## src/rtl/core/bpfa_pkg.sv

```systemverilog
package bpfa_pkg;

  localparam int CNT_W     = 13;
  localparam int WORD_BITS = 8;
  localparam int WSH       = 3;

  localparam logic [1:0] FN_ALLOC   = 2'd0;
  localparam logic [1:0] FN_FREE    = 2'd1;
  localparam logic [1:0] FN_RESERVE = 2'd2;
  localparam logic [1:0] FN_REGION  = 2'd3;

  typedef enum logic [1:0] {
    ST_DONE    = 2'd0,
    ST_NOINIT  = 2'd1,
    ST_NOSPACE = 2'd2,
    ST_IGNORED = 2'd3
  } status_t;

  typedef enum logic [1:0] {
    CLS_RESP   = 2'd0,
    CLS_SEARCH = 2'd1,
    CLS_MARK   = 2'd2
  } cls_t;

  typedef struct packed {
    logic cap;
    logic clr_step;
    logic dec;
    logic go_search;
    logic go_mark;
    logic go_alloc;
    logic no_space;
  } bpfa_cmd_t;

  typedef struct packed {
    logic clr_done;
    logic done;
    logic found;
    cls_t cls;
  } bpfa_sts_t;

endpackage

```

## src/rtl/core/bpfa_ctrl.sv

```systemverilog
module bpfa_ctrl import bpfa_pkg::*; (
  input  logic      clk,
  input  logic      rst_n,
  input  logic      cfg_we,
  input  logic      in_valid,
  output logic      in_stall,
  output logic      out_valid,
  input  logic      out_stall,
  input  bpfa_sts_t sts,
  output bpfa_cmd_t cmd
);

  typedef enum logic [5:0] {
    S_IDLE   = 6'b000001,
    S_CLEAR  = 6'b000010,
    S_DECODE = 6'b000100,
    S_SEARCH = 6'b001000,
    S_MARK   = 6'b010000,
    S_RESP   = 6'b100000
  } state_t;

  state_t state_r, state_nxt;

  assign in_stall  = (state_r != S_IDLE);
  assign out_valid = (state_r == S_RESP);

  always_comb begin
    state_nxt = state_r;
    cmd       = '0;
    unique case (state_r)
      S_IDLE: begin
        if (in_valid) begin
          cmd.cap   = 1'b1;
          state_nxt = S_DECODE;
        end
      end
      S_CLEAR: begin
        if (sts.clr_done) begin
          state_nxt = S_IDLE;
        end else begin
          cmd.clr_step = 1'b1;
        end
      end
      S_DECODE: begin
        cmd.dec = 1'b1;
        unique case (sts.cls)
          CLS_SEARCH: begin
            cmd.go_search = 1'b1;
            state_nxt     = S_SEARCH;
          end
          CLS_MARK: begin
            cmd.go_mark = 1'b1;
            state_nxt   = S_MARK;
          end
          default: state_nxt = S_RESP;
        endcase
      end
      S_SEARCH: begin
        if (sts.done) begin
          if (sts.found) begin
            cmd.go_alloc = 1'b1;
            state_nxt    = S_MARK;
          end else begin
            cmd.no_space = 1'b1;
            state_nxt    = S_RESP;
          end
        end
      end
      S_MARK: begin
        if (sts.done) begin
          state_nxt = S_RESP;
        end
      end
      S_RESP: begin
        if (!out_stall) begin
          state_nxt = S_IDLE;
        end
      end
      default: state_nxt = S_IDLE;
    endcase
    if (cfg_we) begin
      state_nxt = S_CLEAR;
      cmd.clr_step = 1'b0;
    end
  end

  always_ff @(posedge clk) begin
    if (!rst_n) begin
      state_r <= S_IDLE;
    end else begin
      state_r <= state_nxt;
    end
  end

endmodule

```

## config.mk

```make
export PLATFORM = sky130hd
export DESIGN_NAME = bpfa_ctrl
export DESIGN_NICKNAME = d
export VERILOG_FILES = /design/src/rtl/core/bpfa_pkg.sv /design/src/rtl/core/bpfa_ctrl.sv
export SDC_FILE = /design/constraint.sdc
export NUM_CORES = 1
export LEC_CHECK = 0
export ABC_AREA = 1
export BUFFER_PORTS_ARGS = -buffer_cell sky130_fd_sc_hd__buf_2
export CAP_MARGIN = 10
export CORE_AREA = 2 2 39 41
export DETAILED_ROUTE_END_ITERATION = 10
export DIE_AREA = 0 0 41 43
export GPL_ROUTABILITY_DRIVEN = 0
export RECOVER_POWER = 100
export SLEW_MARGIN = 20
export SYNTH_ARGS = -nofsm -noshare
export SYNTH_HDL_FRONTEND = slang
export SYNTH_SLANG_ARGS = --single-unit
export TNS_END_PERCENT = 50
```

## constraint.sdc

```tcl
create_clock -name clk -period 2 [get_ports clk]
set_clock_uncertainty 0.15 [all_clocks]
set_input_delay 0.3 -clock clk [delete_from_list [all_inputs] [get_ports clk]]
set_output_delay 0.3 -clock clk [all_outputs]
set_load 0.02 [all_outputs]
```

==> results.env <==
ANTENNA_FOUND_INITIAL=0
ROUTED_WIRELENGTH_UM=1025
SYNTH_TOP_AREA_CELL='sky130_fd_sc_hd__dfxtp_1'
TIMING.MAX_CAP.VIOLATIONS=0
ROUTED_WIRE_PER_STD_CELL_UM=9.318
SYNTH_SEQ_CELLS=6
YOSYSWARNINGS=0
CRITICAL_PATH_CELL_LIST='nor2_4 -> nand3_1 -> nor2_1 -> clkbuf_1'
CTSHTREEMAXLEVEL=1
GRT_FIRST_PASS_WIRELENGTH_UM=1656
DRT_PASS1_ITERATIONS=4
NETLIST.AREA_LEADER.SHARE=0.2400
POST_SYNTH_INST_COUNT=73
MAXIMUM_NUMBER_OF_PINS_ON_ONE_NET_BEFORE_GLOBAL_ROUTE_REPAIR=10
YOSYS.CELL_TYPES.COUNT=19
FLOORPLAN.ROWS=14
GR-USAGE-ALL-LAYERS=0.1398
DETAIL_ROUTE.DRC_VIOLATIONS=0
PLACED_CELLS_INCL_TAPS=107
FINAL_LAYOUT_SIZE_SUFFIX_GT1_FRAC=0.2766
CLOCK.FMAX_MHz=545.2
INITIAL_CORE_UTIL=0.3617
WORSTSETUPSTARTPOINTTYPE='flip-flop'
PWR_DENSITY_CELL_mW_PER_MM2=489.0
END_KIND='output pin'
HIGHEST-SIGNAL-LAYER='met3'
POWER.IR.VDD_WORST_V=0.0003451
DRT_FIRST_ITER_VIOLATIONS=6
CORE_AREA_SQ_MM=0.001384
CLKPWRFRAC=0.367
PORT-BUFFER-COUNT=18
CRIT_TYPE='reg -> out'
SYN2LAYOUT_AREA_GROWTH_PCT=22.00
SWITCHING_POWER_uW=83.77
LARGEST_REGISTER_FFS=6
ROUTEDLENGTHMET1_UM=471
DIEWIDTH_UM=41
DIEAREA_SQ_MM=0.001763
TRITONCTS='built'
STATUS='complete, no violations'
CTS.REPORTEDPATHS.CLKPINSLEW_NS=0.05
DETAILEDPLACEMENTHPWL_UM=840.5
COUNT_OF_PLACED_STANDARD_CELLS_IN_THE_FINAL_LAYOUT_FILLERS_LEFT_OUT=110
FINALPOWER_uW=298.6
GLOBAL_ROUTE.OVERFLOW_TOTAL=0
CRIT_SLOWEST_CELL='sky130_fd_sc_hd__dfxtp_1'
FINAL_HOLD_VIOL_COUNT=0
SYNTH_SEQUENTIAL_AREA_RATIO=0.2400
RSZ0062_AT_GRT='false'
COMBPWRFRAC=0.206
CTSHOLDBUFFERS=0
CLOCK_TREE.BUFFER_DEPTH=2
SHARE_SEQ_OF_TOTAL_POWER=0.428
MET2WIRELENGTH_UM=478
SWSHARE=0.2806
WORST_SKEW_PAIR.LATE_LATENCY_NS=0.24
FINAL_NETS=109
FINALSETUPVIOLCOUNT=0
HOLD_PATH.CLASS='in -> reg'
PERIOD_NEEDED_NS=1.834
FINAL_CYCLE_SHARE=0.9171
WORST-PATH-MAX-FANOUT=8
SYN_AREA_SQ_UM=500.5
REG.LARGEST.LIST='state_r (6)'
CELLINTERNALPOWER_uW=214.8
DIODES=0
POST_SYNTH_MAIN_AREA_CONTRIBUTORS='sky130_fd_sc_hd__dfxtp_1, sky130_fd_sc_hd__inv_1, sky130_fd_sc_hd__nand4_1, sky130_fd_sc_hd__nor2_1, sky130_fd_sc_hd__ha_1'
DR_TOTAL_VIAS=507
MAX_TRANSITION_VIOLS_FINAL=0
DRTANTENNAVIOLNETS=0
CLOCK-ROOT-BUFFER='sky130_fd_sc_hd__clkbuf_4'
ROUTED-WL-MET3_UM=76
TNS_NS=0
BOUNDARYPINS=19
FP.DIEH_UM=43
POST_CTS_RESIZED=0
CTS.SINKS=6
AVGSYNTHCELLAREA_SQ_UM=6.856
POST_DRT_VIA_CELL_RATIO=4.609
TOP_REGISTER='state_r'
WORST_PIN_SLEW_NS=0.2711
LEAKAGE_nW=0.3278
SYNTHESIS.NETS=86
TIMING.CRITICAL_PATH.SLOWEST_CELL_DELAY_NS=0.34
TRITONCTS.NUM_BUFFERS=3
POST_CTS.REPAIR.SETUP_BUFFERS=0
CRITPATHARRIVALTIME_NS=1.38
FIRST_GLOBAL_VIAS=414
WORST-ENDPOINT-REQUIRED_NS=1.55
LAYOUT.FILLER_CELLS=161
TIGHTEST_SLEW_MARGIN_RELATIVE_TO_THE_LIMIT=0.8186
-- routing by layer --
layer / track usage / up-vias
li1: - / 278
met1: 0.1780 / 217
met2: 0.2063 / 12
met3: 0.09424 / 0
met4: 0 / 0
met5: 0 / -
-- worst max-delay path, delay by kind of cell (launching register included) --
family,cells,cell delay (ns)
AND/OR/NAND/NOR,3,0.57
buffers and inverters,1,0.23
flip-flops,1,0.34
-- power by group through the flow --
stage / sequential [mW] / combinational, mW / clock (mW)
after global routing: 0.128 / 0.0689 / 0.126
after detailed placement: 0.130 / 0.0647 / 0
after CTS: 0.128 / 0.0650 / 0.115
after floorplan: 0.130 / 0.0427 / 0
final: 0.128 / 0.0615 / 0.109
after global placement: 0.130 / 0.0648 / 0
-- synthesized netlist by cell type --
master	n
sky130_fd_sc_hd__nor2_1	11
sky130_fd_sc_hd__inv_1	12
sky130_fd_sc_hd__nand3_2	2
sky130_fd_sc_hd__and2_4	1
sky130_fd_sc_hd__inv_2	2
sky130_fd_sc_hd__a21boi_1	1
sky130_fd_sc_hd__or2_0	1
sky130_fd_sc_hd__ha_1	3
sky130_fd_sc_hd__nand2_4	2
sky130_fd_sc_hd__a21oi_2	1
sky130_fd_sc_hd__nand4_1	7
sky130_fd_sc_hd__nor2_4	3
sky130_fd_sc_hd__nor3_1	1
sky130_fd_sc_hd__nor2_2	2
sky130_fd_sc_hd__dfxtp_1	6
sky130_fd_sc_hd__nand3_1	5
sky130_fd_sc_hd__a21oi_1	2
sky130_fd_sc_hd__nand2_1	10
sky130_fd_sc_hd__and3_2	1
-- logic make-up (layout without fill, tap and decap cells) --
family | count (synthesis) | count (layout) | share of synthesized area
fa+ha+maj | 3 | 3 | 0.07501
compound gates | 4 | 4 | 0.05251
flops | 6 | 6 | 0.2400
simple gates | 46 | 46 | 0.5275
buf+inv | 14 | 35 | 0.1050
-- stage by stage --
step,utilization,hold WS (ns),worst slack (ns),area [sq um]
after floorplan,-,0.2187,0.4856,500.5
after detailed placement,0.4412,0.3503,0.5079,610.6
after CTS,0.4575,0.09698,0.2343,633.1
final,0.4412,0.1007,0.1657,610.6
after global routing,0.4412,0.1095,0.09388,610.6
after global placement,0.4412,0.3500,0.4934,610.6
-- worst paths after layout --
kind	from	end	slack [ns]	cells after the start
max reg2reg	state_r[3]	state_r[0]	0.55	9
min reg2reg	state_r[2]	state_r[3]	0.48	3
max	state_r[4]	cmd[6]	0.17	4
min	rst_n	state_r[0]	0.10	2
-- cell usage in the layout (no fill, tap or decap) --
cell type,n
sky130_fd_sc_hd__a21boi_1,1
sky130_fd_sc_hd__a21oi_1,3
sky130_fd_sc_hd__and2_0,1
sky130_fd_sc_hd__and3_2,1
sky130_fd_sc_hd__buf_2,13
sky130_fd_sc_hd__clkbuf_1,5
sky130_fd_sc_hd__clkbuf_4,3
sky130_fd_sc_hd__dfxtp_1,6
sky130_fd_sc_hd__ha_1,3
sky130_fd_sc_hd__inv_1,12
sky130_fd_sc_hd__inv_2,2
sky130_fd_sc_hd__nand2_1,10
sky130_fd_sc_hd__nand2_4,2
sky130_fd_sc_hd__nand3_1,7
sky130_fd_sc_hd__nand4_1,7
sky130_fd_sc_hd__nor2_1,11
sky130_fd_sc_hd__nor2_2,2
sky130_fd_sc_hd__nor2_4,3
sky130_fd_sc_hd__nor3_1,1
sky130_fd_sc_hd__or2_0,1
-- area by class of cell --
class	instances	area, sq um	area share
inverters	14	52.55	0.08607
flip-flops and latches	6	120.1	0.1967
multi-input cells	53	311.5	0.5102
repair buffers	18	83.83	0.1373
well taps	16	20.02	0.03279
clock buffers	3	22.52	0.03689
Note: power is estimated with default switching activity, not from simulation.
